`config.mk`:
```
export PLATFORM = sky130hd
export DESIGN_NAME = track_confirm_coast_gate
export DESIGN_NICKNAME = d
export VERILOG_FILES = /design/src/rtl/core/tccg_pkg.sv /design/src/rtl/core/tccg_kin_check.sv /design/src/rtl/core/tccg_track_fsm.sv /design/src/rtl/core/track_confirm_coast_gate.sv
export VERILOG_INCLUDE_DIRS = /design/src /design/src/rtl/core
export SDC_FILE = /design/constraint.sdc
export NUM_CORES = 2
export LEC_CHECK = 0
export BUFFER_PORTS_ARGS = -buffer_cell sky130_fd_sc_hd__buf_2
export CORE_MARGIN = 4
export CORE_UTILIZATION = 40
export DETAILED_ROUTE_END_ITERATION = 6
export SLEW_MARGIN = 15
export SYNTH_ARGS = -nofsm -noshare
export SYNTH_HDL_FRONTEND = slang
export SYNTH_SLANG_ARGS = --single-unit
```
`constraint.sdc`:
```
create_clock -name clk -period 10.5 [get_ports clk]
set_input_delay 1.575 -clock clk [delete_from_list [all_inputs] [get_ports clk]]
set_output_delay 1.575 -clock clk [all_outputs]
set_load 0.02 [all_outputs]
```
`src/rtl/core/track_confirm_coast_gate_assert.svh`:
```
// Assertion macros for the track confirmation and coast gate.
// Included by the top level; no other dependencies.
`ifndef TRACK_CONFIRM_COAST_GATE_ASSERT_SVH
`define TRACK_CONFIRM_COAST_GATE_ASSERT_SVH

// Same-cycle implication, disabled during reset
`define TCCG_ASSERT_NOW(label, clk, rst, ante, cons, msg) \
  label: assert property (@(posedge clk) disable iff (rst) (ante) |-> (cons)) else $error(msg);

// Next-cycle implication, disabled during reset
`define TCCG_ASSERT_NEXT(label, clk, rst, ante, cons, msg) \
  label: assert property (@(posedge clk) disable iff (rst) (ante) |=> (cons)) else $error(msg);

`endif

```
`src/rtl/core/tccg_pkg.sv`:
```
// Shared types and constants for the track confirmation and coast gate.
// No dependencies.
`timescale 1ns / 1ps
`default_nettype none

package tccg_pkg;

  typedef enum logic [1:0] {
    ST_LOST      = 2'd0,
    ST_DETECTING = 2'd1,
    ST_TRACKING  = 2'd2,
    ST_TEMP_LOST = 2'd3
  } tccg_state_t;

  localparam int unsigned IN_W       = 72;
  localparam int unsigned OUT_W      = 24;
  localparam int unsigned CFG_IDX_W  = 3;
  localparam int unsigned CFG_DATA_W = 15;

  localparam logic [CFG_IDX_W-1:0] CFG_CONFIRM_FRAMES      = 3'd0;
  localparam logic [CFG_IDX_W-1:0] CFG_COAST_LIMIT_NORMAL  = 3'd1;
  localparam logic [CFG_IDX_W-1:0] CFG_COAST_LIMIT_OUTPOST = 3'd2;
  localparam logic [CFG_IDX_W-1:0] CFG_MAX_LINEAR_SPEED    = 3'd3;
  localparam logic [CFG_IDX_W-1:0] CFG_MAX_ANGULAR_SPEED   = 3'd4;
  localparam logic [CFG_IDX_W-1:0] CFG_MAX_FAIL_RATE       = 3'd5;
  localparam logic [CFG_IDX_W-1:0] CFG_FAIL_WINDOW_SIZE    = 3'd6;

  localparam logic [7:0]  RST_CONFIRM_FRAMES      = 8'd3;
  localparam logic [9:0]  RST_COAST_LIMIT_NORMAL  = 10'd50;
  localparam logic [9:0]  RST_COAST_LIMIT_OUTPOST = 10'd100;
  localparam logic [14:0] RST_MAX_LINEAR_SPEED    = 15'd1280;
  localparam logic [14:0] RST_MAX_ANGULAR_SPEED   = 15'd5120;
  localparam logic [8:0]  RST_MAX_FAIL_RATE       = 9'd128;
  localparam logic [7:0]  RST_FAIL_WINDOW_SIZE    = 8'd20;
  localparam logic [29:0] RST_SPEED_LIMIT_SQ      = 30'd1638400;

  localparam logic [7:0]  DETECT_MAX = 8'd255;
  localparam logic [10:0] COAST_MAX  = 11'd2047;

  // Per-frame flags that drive the state machine
  typedef struct packed {
    logic       frame_gap_large;
    logic       match_found;
    logic       target_is_outpost;
    logic       diverged;
    logic [7:0] fail_window_count;
    logic       innovation_failed;
    logic       match_refused;
    logic       predict_only;
  } tccg_flags_t;

  typedef struct packed {
    logic [7:0] confirm_frames;
    logic [9:0] coast_limit_normal;
    logic [9:0] coast_limit_outpost;
    logic [7:0] fail_window_size;
  } tccg_track_cfg_t;

  // Packed so that track_state lands in the lowest bits of the output beat
  typedef struct packed {
    logic [10:0] coast_count;
    logic [7:0]  warmup_count;
    logic        gate_open;
    logic        init_rejected;
    logic        target_valid;
    tccg_state_t track_state;
  } tccg_result_t;

endpackage

`default_nettype wire

```
`src/rtl/core/tccg_kin_check.sv`:
```
// Kinematic part of the control gate: squared speed, spin rate and failure rate.
// Depends on tccg_pkg.
`timescale 1ns / 1ps
`default_nettype none

module tccg_kin_check (
  input  wire logic               clk,
  input  wire logic               load,
  input  wire logic signed [15:0] vel_x,
  input  wire logic signed [15:0] vel_y,
  input  wire logic signed [15:0] ang_vel,
  input  wire logic        [8:0]  fail_rate,
  input  wire logic        [14:0] max_angular_speed,
  input  wire logic        [8:0]  max_fail_rate,
  input  wire logic        [29:0] speed_limit_sq,
  output logic                    kin_bad
);
  import tccg_pkg::*;

  logic signed [31:0] prod_x;
  logic signed [31:0] prod_y;
  logic        [15:0] ang_abs;
  logic        [30:0] sq_x;
  logic        [30:0] sq_y;
  logic               ang_over;
  logic               rate_over;
  logic        [31:0] speed_sq;

  always_comb begin
    prod_x  = vel_x * vel_x;
    prod_y  = vel_y * vel_y;
    // most negative value maps to 0x8000, which is its true magnitude
    ang_abs = ang_vel[15] ? (~$unsigned(ang_vel) + 16'd1) : $unsigned(ang_vel);
  end

  always_ff @(posedge clk) begin
    if (load) begin
      sq_x      <= prod_x[30:0];
      sq_y      <= prod_y[30:0];
      ang_over  <= ang_abs > {1'b0, max_angular_speed};
      rate_over <= fail_rate > max_fail_rate;
    end
  end

  assign speed_sq = {1'b0, sq_x} + {1'b0, sq_y};
  assign kin_bad  = (speed_sq > {2'b00, speed_limit_sq}) || ang_over || rate_over;

endmodule

`default_nettype wire

```
`src/rtl/core/tccg_track_fsm.sv`:
```
// Track state machine, gate latch and result register.
// Depends on tccg_pkg.
`timescale 1ns / 1ps
`default_nettype none

module tccg_track_fsm (
  input  wire logic                      clk,
  input  wire logic                      rst,
  input  wire logic                      load,
  input  wire tccg_pkg::tccg_flags_t     flags,
  input  wire logic                      kin_bad,
  input  wire tccg_pkg::tccg_track_cfg_t cfg,
  output tccg_pkg::tccg_result_t         result
);
  import tccg_pkg::*;

  tccg_state_t  state;
  tccg_state_t  state_next;
  logic [7:0]   detect_count;
  logic [7:0]   detect_count_next;
  logic [10:0]  coast_count;
  logic [10:0]  coast_count_next;
  logic         gate_rejected;
  logic         gate_rejected_next;
  tccg_result_t result_next;

  tccg_state_t  st_gap;
  logic [9:0]   coast_sel;
  logic [10:0]  win_x5;
  logic [10:0]  win_lim;
  logic         init_rej;
  logic         valid;
  logic [7:0]   warm;

  always_ff @(posedge clk) begin
    if (rst) begin
      state         <= ST_LOST;
      detect_count  <= '0;
      coast_count   <= '0;
      gate_rejected <= 1'b0;
    end else if (load) begin
      state         <= state_next;
      detect_count  <= detect_count_next;
      coast_count   <= coast_count_next;
      gate_rejected <= gate_rejected_next;
    end
  end

  always_ff @(posedge clk) begin
    if (load) begin
      result <= result_next;
    end
  end

  always_comb begin
    st_gap             = (state != ST_LOST && flags.frame_gap_large) ? ST_LOST : state;
    init_rej           = (st_gap == ST_DETECTING) && !flags.match_found;
    coast_sel          = flags.target_is_outpost ? cfg.coast_limit_outpost
                                                 : cfg.coast_limit_normal;
    state_next         = st_gap;
    detect_count_next  = detect_count;
    coast_count_next   = coast_count;
    gate_rejected_next = gate_rejected;
    valid              = 1'b0;

    unique case (st_gap)
      ST_LOST: begin
        if (flags.match_found) begin
          state_next        = ST_DETECTING;
          detect_count_next = 8'd1;
        end
      end
      ST_DETECTING: begin
        if (flags.match_found) begin
          if (detect_count < DETECT_MAX) detect_count_next = detect_count + 8'd1;
          if (detect_count_next >= cfg.confirm_frames) state_next = ST_TRACKING;
        end else begin
          detect_count_next = '0;
          state_next        = ST_LOST;
        end
      end
      ST_TRACKING: begin
        if (flags.match_found) begin
          coast_count_next = '0;
        end else begin
          coast_count_next = 11'd1;
          state_next       = ST_TEMP_LOST;
        end
      end
      ST_TEMP_LOST: begin
        if (flags.match_found) begin
          coast_count_next = '0;
          state_next       = ST_TRACKING;
        end else begin
          if (coast_count < COAST_MAX) coast_count_next = coast_count + 11'd1;
          if (coast_count_next > {1'b0, coast_sel}) state_next = ST_LOST;
        end
      end
      default: state_next = ST_LOST;
    endcase

    // bad window when count >= 0.4 * window size, i.e. 5 * count >= 2 * size
    win_x5  = {1'b0, flags.fail_window_count, 2'b00} + {3'b000, flags.fail_window_count};
    win_lim = {2'b00, cfg.fail_window_size, 1'b0};

    if (state_next != ST_LOST && flags.diverged) begin
      state_next = ST_LOST;
    end else if (win_x5 >= win_lim) begin
      state_next = ST_LOST;
    end else if (state_next == ST_TRACKING || state_next == ST_TEMP_LOST) begin
      gate_rejected_next = flags.innovation_failed
                        || (flags.match_refused
                            && !(state_next == ST_TEMP_LOST && flags.predict_only))
                        || kin_bad;
      valid = !gate_rejected_next;
    end

    unique case (state_next)
      ST_DETECTING: warm = detect_count_next;
      ST_TRACKING:  warm = cfg.confirm_frames;
      default:      warm = '0;
    endcase

    result_next.track_state   = state_next;
    result_next.target_valid  = valid;
    result_next.init_rejected = init_rej;
    result_next.gate_open     = !gate_rejected_next;
    result_next.warmup_count  = warm;
    result_next.coast_count   = coast_count_next;
  end

endmodule

`default_nettype wire

```
`src/rtl/core/track_confirm_coast_gate.sv`:
```
// Top level: configuration registers, input stage and pipeline flow control.
// Depends on tccg_pkg, tccg_kin_check, tccg_track_fsm and the assertion header.
//
// Channel   Dir  Bits  Contents
// s_axis    in   72    frame flags, velocities, spin rate, failure rate
// m_axis    out  24    track state, target flags, warmup and coast counts
// cfg       in   3+15  register index and write data, no read-back
//
// One beat per cycle sustained while m_axis_tready is high. A beat passes the input
// register, then one registered stage shared by the squares and the spin-rate and
// failure-rate compares, then the state and result registers. Reset clears all valid
// bits and the track state; the block accepts a beat in the first cycle after reset.
// An output stall reaches s_axis_tready combinationally once every stage is full.
`timescale 1ns / 1ps
`default_nettype none

module track_confirm_coast_gate (
  input  wire logic                               clk,
  input  wire logic                               rst,
  input  wire logic                               s_axis_tvalid,
  output logic                                    s_axis_tready,
  // [0] frame_gap_large, [1] match_found, [2] target_is_outpost, [3] diverged,
  // [11:4] fail_window_count, [12] innovation_failed, [13] match_refused,
  // [14] predict_only, [30:15] vel_x, [46:31] vel_y, [62:47] ang_vel,
  // [71:63] fail_rate
  input  wire logic [tccg_pkg::IN_W-1:0]          s_axis_tdata,
  output logic                                    m_axis_tvalid,
  input  wire logic                               m_axis_tready,
  // [1:0] track_state, [2] target_valid, [3] init_rejected, [4] gate_open,
  // [12:5] warmup_count, [23:13] coast_count
  output logic [tccg_pkg::OUT_W-1:0]              m_axis_tdata,
  input  wire logic                               cfg_wr_en,
  input  wire logic [tccg_pkg::CFG_IDX_W-1:0]     cfg_index,
  input  wire logic [tccg_pkg::CFG_DATA_W-1:0]    cfg_wr_data
);
  import tccg_pkg::*;

  `include "track_confirm_coast_gate_assert.svh"

  logic [7:0]  confirm_frames;
  logic [9:0]  coast_limit_normal;
  logic [9:0]  coast_limit_outpost;
  logic [14:0] max_linear_speed;
  logic [14:0] max_angular_speed;
  logic [8:0]  max_fail_rate;
  logic [7:0]  fail_window_size;
  logic [29:0] speed_limit_sq;
  logic [29:0] speed_limit_sq_next;

  logic            s1_valid;
  logic            s2_valid;
  logic [IN_W-1:0] s1_data;
  tccg_flags_t     s1_flags;
  tccg_flags_t     s2_flags;
  logic            out_free;
  logic            s2_free;
  logic            load1;
  logic            load2;
  logic            load3;
  logic            kin_bad;
  tccg_track_cfg_t track_cfg;
  tccg_result_t    result;

  // Configuration registers
  always_ff @(posedge clk) begin
    if (rst) begin
      confirm_frames      <= RST_CONFIRM_FRAMES;
      coast_limit_normal  <= RST_COAST_LIMIT_NORMAL;
      coast_limit_outpost <= RST_COAST_LIMIT_OUTPOST;
      max_linear_speed    <= RST_MAX_LINEAR_SPEED;
      max_angular_speed   <= RST_MAX_ANGULAR_SPEED;
      max_fail_rate       <= RST_MAX_FAIL_RATE;
      fail_window_size    <= RST_FAIL_WINDOW_SIZE;
      speed_limit_sq      <= RST_SPEED_LIMIT_SQ;
    end else begin
      speed_limit_sq <= speed_limit_sq_next;
      if (cfg_wr_en) begin
        unique case (cfg_index)
          CFG_CONFIRM_FRAMES:      confirm_frames      <= cfg_wr_data[7:0];
          CFG_COAST_LIMIT_NORMAL:  coast_limit_normal  <= cfg_wr_data[9:0];
          CFG_COAST_LIMIT_OUTPOST: coast_limit_outpost <= cfg_wr_data[9:0];
          CFG_MAX_LINEAR_SPEED:    max_linear_speed    <= cfg_wr_data[14:0];
          CFG_MAX_ANGULAR_SPEED:   max_angular_speed   <= cfg_wr_data[14:0];
          CFG_MAX_FAIL_RATE:       max_fail_rate       <= cfg_wr_data[8:0];
          CFG_FAIL_WINDOW_SIZE:    fail_window_size    <= cfg_wr_data[7:0];
          default: ;
        endcase
      end
    end
  end

  // Squared limit follows next cycle; the user writes only when idle (not enforced)
  assign speed_limit_sq_next = max_linear_speed * max_linear_speed;

  // Flow control: each stage advances when the one after it is empty or moving
  assign out_free      = !m_axis_tvalid || m_axis_tready;
  assign load3         = s2_valid && out_free;
  assign s2_free       = !s2_valid || out_free;
  assign load2         = s1_valid && s2_free;
  assign s_axis_tready = !s1_valid || s2_free;
  assign load1         = s_axis_tvalid && s_axis_tready;

  always_ff @(posedge clk) begin
    if (rst) begin
      s1_valid      <= 1'b0;
      s2_valid      <= 1'b0;
      m_axis_tvalid <= 1'b0;
    end else begin
      s1_valid      <= load1 || (s1_valid && !load2);
      s2_valid      <= load2 || (s2_valid && !load3);
      m_axis_tvalid <= load3 || (m_axis_tvalid && !m_axis_tready);
    end
  end

  always_ff @(posedge clk) begin
    if (load1) s1_data <= s_axis_tdata;
    if (load2) s2_flags <= s1_flags;
  end

  always_comb begin
    s1_flags.frame_gap_large   = s1_data[0];
    s1_flags.match_found       = s1_data[1];
    s1_flags.target_is_outpost = s1_data[2];
    s1_flags.diverged          = s1_data[3];
    s1_flags.fail_window_count = s1_data[11:4];
    s1_flags.innovation_failed = s1_data[12];
    s1_flags.match_refused     = s1_data[13];
    s1_flags.predict_only      = s1_data[14];
  end

  assign track_cfg.confirm_frames      = confirm_frames;
  assign track_cfg.coast_limit_normal  = coast_limit_normal;
  assign track_cfg.coast_limit_outpost = coast_limit_outpost;
  assign track_cfg.fail_window_size    = fail_window_size;

  tccg_kin_check u_kin (
    .clk               (clk),
    .load              (load2),
    .vel_x             ($signed(s1_data[30:15])),
    .vel_y             ($signed(s1_data[46:31])),
    .ang_vel           ($signed(s1_data[62:47])),
    .fail_rate         (s1_data[71:63]),
    .max_angular_speed (max_angular_speed),
    .max_fail_rate     (max_fail_rate),
    .speed_limit_sq    (speed_limit_sq),
    .kin_bad           (kin_bad)
  );

  tccg_track_fsm u_fsm (
    .clk     (clk),
    .rst     (rst),
    .load    (load3),
    .flags   (s2_flags),
    .kin_bad (kin_bad),
    .cfg     (track_cfg),
    .result  (result)
  );

  assign m_axis_tdata = result;

  `TCCG_ASSERT_NOW(a_valid_needs_track, clk, rst,
    m_axis_tvalid && result.target_valid,
    result.track_state == ST_TRACKING || result.track_state == ST_TEMP_LOST,
    "target emitted outside tracking or coasting")

  `TCCG_ASSERT_NOW(a_valid_needs_safe, clk, rst,
    m_axis_tvalid && result.target_valid, result.gate_open,
    "target emitted while gate rejects")

  `TCCG_ASSERT_NOW(a_warmup_state, clk, rst,
    m_axis_tvalid && result.warmup_count != 8'd0,
    result.track_state == ST_DETECTING || result.track_state == ST_TRACKING,
    "warmup count nonzero outside detecting or tracking")

  `TCCG_ASSERT_NEXT(a_idle_latency, clk, rst,
    load1 && !s1_valid && !s2_valid && !m_axis_tvalid, ##2 m_axis_tvalid,
    "beat through empty pipeline not delivered in three cycles")

endmodule

`default_nettype wire

```
# After elaboration in Yosys (flattened, before gate mapping)
# Cells that the tools add are included.
[op_classes]
addsub = 5
multipliers = 3
order_cmp = 8
n_eq_ne = 13
muxes = 28
bitwise_logic = 2
n_reduce_logical = 44
[ops]
columns = ["operator", "n"]
rows = [
  ["16-bit by 16-bit multiplier with 31-bit output", 2],
  ["11-bit two-way mux", 4],
  ["8-bit two-way mux", 5],
  ["31-bit by 31-bit adder with 32-bit output", 1],
  ["32-bit by 30-bit > comparator with 1-bit output", 1],
  ["8-bit one-hot mux with 2 select lines", 2],
  ["15-bit by 15-bit multiplier with 30-bit output", 1],
  ["11-bit one-hot mux with 2 select lines", 1],
  ["2-bit two-way mux", 9],
  ["16-bit by 1-bit adder with 16-bit output (second input constant)", 1],
  ["16-bit by 15-bit > comparator with 1-bit output", 1],
  ["16-bit two-way mux", 1],
  ["16-bit NOT", 1],
  ["2-bit AND reduction", 7],
  ["10-bit by 8-bit adder with 11-bit output", 1],
  ["11-bit by 1-bit adder with 11-bit output (second input constant)", 1],
  ["11-bit by 9-bit >= comparator with 1-bit output", 1],
  ["11-bit by 10-bit > comparator with 1-bit output", 1],
  ["1-bit logical AND", 11],
  ["1-bit logical OR", 11],
  ["11-bit less-than comparator (second input constant)", 1],
  ["2-bit == test (second input constant)", 5],
  ["1-bit zero test", 10],
  ["10-bit two-way mux", 1],
  ["other kinds (15)", 23],
]
[totals]
ff_bits = 305
input_bits = 95
out_inout_bits = 26

# Longest topological paths before layout
[depth]
word_depth = 19
mapped_depth = 26
depth_no_buf = 24

# Modules after synthesis
# Synthesis repeated with hierarchy kept, for this count alone.
[hier_totals]
cells_unflattened = 4083
hier_area_um2 = 38471.9
[by_module_without_submodules]
columns = ["mod", "n_inst", "cells_each", "area_each_um2", "seq_area_each_um2"]
rows = [
  ["tccg_kin_check", 1, 2422, 22243.8, 1861.8],
  ["track_confirm_coast_gate", 1, 1240, 12495.7, 4754.6],
  ["tccg_track_fsm", 1, 421, 3732.3, 1161.1],
]

# Worst setup path after synthesis
# No wires, ideal clock.
[synth_timing]
kind = "input to register"
startpoint = "input port m_axis_tready"
endpoint = "register s2_flags[0] (netlist bit), enable pin"
t_arrival_ns = 7.258
t_required_ns = 9.870
setup_slack_ns = 2.612
cell_stages = 2
path_buffers = 0
path_cell_list = "nor2b_1 > a21boi_0"
[synth_between]
elab_chain_len = 3
[synth_lines]
columns = ["element", "line_no", "text"]
rows = [
  ["from (decl)", "track_confirm_coast_gate.sv:28", "input wire logic m_axis_tready,"],
  ["1-bit logical OR", "track_confirm_coast_gate.sv:96", "assign out_free = !m_axis_tvalid || m_axis_tready;"],
  ["1-bit logical OR", "track_confirm_coast_gate.sv:98", "assign s2_free = !s2_valid || out_free;"],
  ["1-bit logical AND", "track_confirm_coast_gate.sv:99", "assign load2 = s1_valid && s2_free;"],
  ["named net load2", "track_confirm_coast_gate.sv:58", "logic load2;"],
  ["to (signal assigned)", "track_confirm_coast_gate.sv:117", "if (load2) s2_flags <= s1_flags;"],
  ["to (decl)", "track_confirm_coast_gate.sv:54", "tccg_flags_t s2_flags;"],
]
# The timed path passes the listed nets, and every way through them passes these cells.
# A chain may end at the register's enable or synchronous reset.

# Worst setup path in the final report
[layout_timing]
startpoint = "register s1_data[46]"
endpoint = "register u_kin.sq_y[30], data pin"
[layout_between]
elab_chain_len = 1
[layout_lines]
columns = ["element", "line_no", "text"]
rows = [
  ["from (decl)", "track_confirm_coast_gate.sv:52", "logic [IN_W-1:0] s1_data;"],
  ["from (signal assigned)", "track_confirm_coast_gate.sv:116", "if (load1) s1_data <= s_axis_tdata;"],
  ["16-bit by 16-bit multiplier with 31-bit output", "tccg_kin_check.sv:31", "prod_y = vel_y * vel_y;"],
  ["named net u_kin.prod_y[30]", "tccg_kin_check.sv:21", "logic signed [31:0] prod_y;"],
  ["to (signal assigned)", "tccg_kin_check.sv:39", "sq_y <= prod_y[30:0];"],
  ["to (decl)", "tccg_kin_check.sv:24", "logic [30:0] sq_y;"],
]
# The timed path passes the listed nets, and every way through them passes these cells.

==> results.ini <==
[outcome]
status = complete, no violations

[routing]
drt_iter0_markers = 1187
wire_per_inst_um = 15.6
drc_errors = 0
avgViaCountPerCell = 4.84
dr.pass1.iters = 5
num_vias = 25708
drt-total-wl_um = 82900
postRouteAntennaNets = 0

[logic_synthesis]
synth_warnings = 0
synth_ff_type = edfxtp_1
synth_seq_cells = 302
synth-edff-count = 173
synth_area_leader_cell = fa_1
synth_nets = 5033
syn_inst = 3957
synth_top_area_share_pct = 31.7
synthesis.area_sq_um = 37700
synth_area_leaders = fa_1, edfxtp_1, ha_1
synth-seq-area-share_pct = 20.6
synthArstFlopShare_pct = 0
synth.distinct_cells = 73
synth_area_per_cell_sq_um = 9.52

[timing]
slew_headroom_pct = 25.6
tns_ps = 0
setup_ws_ps = 3440
min_period_ps = 7060
finalSetupViolations = 0
fmax_ghz = 0.142
fin_crit_sh_pct = 67.2
rsz0062_at_grt = false
hold_viol_final = 0
slew_viol_final = 0
worst_pin_slew_ps = 1110
skew_ps = 19.7

[global_routing]
gr-total-overflow = 0
antenna_found_initial = 3
grt_max_degree = 71
gr-usage-all-layers_pct = 17.4
grt_pass1_vias = 27598
grt_pass1_wl_um = 140000

[setup_path]
cp_slowest_cell = fa_1
crit_type = reg2reg
cp_top_family = adder cells
crit_fanout = 18
max_stage_delay_ps = 600
cp.required_ps = 10830
cp-end-kind = flop
path_cells = buf_4, clkinv_1, nor2_1, fa_1, inv_1, fa_1, inv_1, fa_1, fa_1, fa_1, inv_1, fa_1, inv_1, ha_1, and3_1, o211ai_1, o221ai_1, o21a_1, o21a_1, nor2_1, o311ai_0, xnor2_1
crit_buf_inv = 6
crit_top_cell = fa_1
worstPathArrival_ps = 7390
start_kind = flop

[place]
dp_cells = 5241
gp_congestion = 0.869
hpwlAfterDp_um = 66700
portBuffers = 120
dp_slack_ps = 3470

[clock_network]
cts.htree.levels = 2
postCtsHoldBufs = 0
cts_buffers = 39
clock_tree.root_cell = clkbuf_16
clock-sinks = 302
path_clk_slew_ps = 50
cts_tree = yes
clkLatencyLatePin_ps = 600
cts_resized = 0
cts_setup_buffers = 0
clockBufferDepth = 3

[run]
cap_violations = 0

[cells_and_area]
multi_input_area_sq_um = 26000
area_delta_synth_final_pct = 8.68
layout_commonest_cell = inv_1
fin_util_pct = 43.9
final_layout_size_suffix_gt1_share_pct = 5.62
mostFrequentLayoutCells = inv_1, fa_1, nand2_1
fill_cells = 9234
final_cells = 5315
nNetsFinal = 5104
seq_area_sq_um = 7780

[floorplan]
start_util_pct = 40.4
dieArea_sq_um = 99100
die_w_um = 315
dieHeight_um = 315
core_sq_um = 93300
boundaryPins = 121
core.rowCount = 112

[worst_hold_path]
hold_path_class = reg2reg

-- routing by layer --
metal	wire (um)	track usage, %	up-vias
li1	-	-	12506
met4	1980	4.32	2
met1	35900	22.4	12708
met2	42400	31.5	365
met3	2610	1.95	127
met5	20	0	-
-- cells in the mapped netlist (32+ instances only) --
master    instances
inv_1           933
fa_1            596
nand2_1         435
ha_1            385
nor2_1          205
a21oi_1         175
edfxtp_1        173
dfxtp_1         129
xnor2_1         111
and2_1          100
clkbuf_1         95
a21o_1           70
xor2_1           54
o21ai_0          48
nand3_1          44
nor3_1           39
nand2b_1         36
nor2b_1          32
-- state kept, by name (all words and copies together) (netlist names), 11 cells and up --
name / count
s1_data: 72
u_kin.sq_x: 30
u_kin.sq_y: 30
speed_limit_sq: 29
u_fsm.result: 24
max_angular_speed: 15
max_linear_speed: 15
s2_flags: 15
u_fsm.coast_count: 11
-- worst register-to-register path: stages, from the launching register on --
cell and delay (ps):
edfxtp_1 310, buf_4 230, clkinv_1 540, nor2_1 400
fa_1 600, inv_1 140, fa_1 470, inv_1 290
fa_1 500, fa_1 500, fa_1 490, inv_1 50
fa_1 480, inv_1 40, ha_1 330, and3_1 190
o211ai_1 100, o221ai_1 180, o21a_1 230, o21a_1 180
nor2_1 190, o311ai_0 200, xnor2_1 150
-- worst paths after layout --
check	slack, ps	to	depth (start not counted)	from
setup / recovery	3440	u_kin.sq_y[30]	22	s1_data[46]
setup reg to reg	3440	u_kin.sq_y[30]	22	s1_data[46]
hold / removal	420	s2_flags[9]	0	s1_data[10]
hold reg to reg	420	s2_flags[9]	0	s1_data[10]
-- cell families (layout without fill, tap and decap cells) --
kind of cell	Yosys count	count (layout)	synth area share (%)
AOI/OAI and AO/OA	466	466	8.20
xor gates and xnor gates	165	165	3.84
adders and majority gates	981	981	44.5
buffers and inverters	1039	1141	10.4
DFF	302	302	20.6
muxes	18	18	0.495
other	0	2	0
and+or+nand+nor	986	986	12.0
-- metrics by stage --
step	hold slack [ps]	cell area, sq um
after global placement	405	39600
final	418	40900
after detailed placement	405	39600
after floorplan	400	37700
after global routing	426	40900
after CTS	418	40900
-- final cells by class --
cell class,count,area share [%]
Antenna cell,2,0.0122
Tap cell,1254,3.83
Sequential cell,302,19.0
Clock buffer,45,2.44
Multi-Input combinational cell,2616,63.6
Clock inverter,27,0.877
Timing Repair Buffer,131,1.67
Inverter,938,8.60
Power is not shown: default switching activity piles up to over one toggle a cycle in this logic, so the estimate is an artifact.
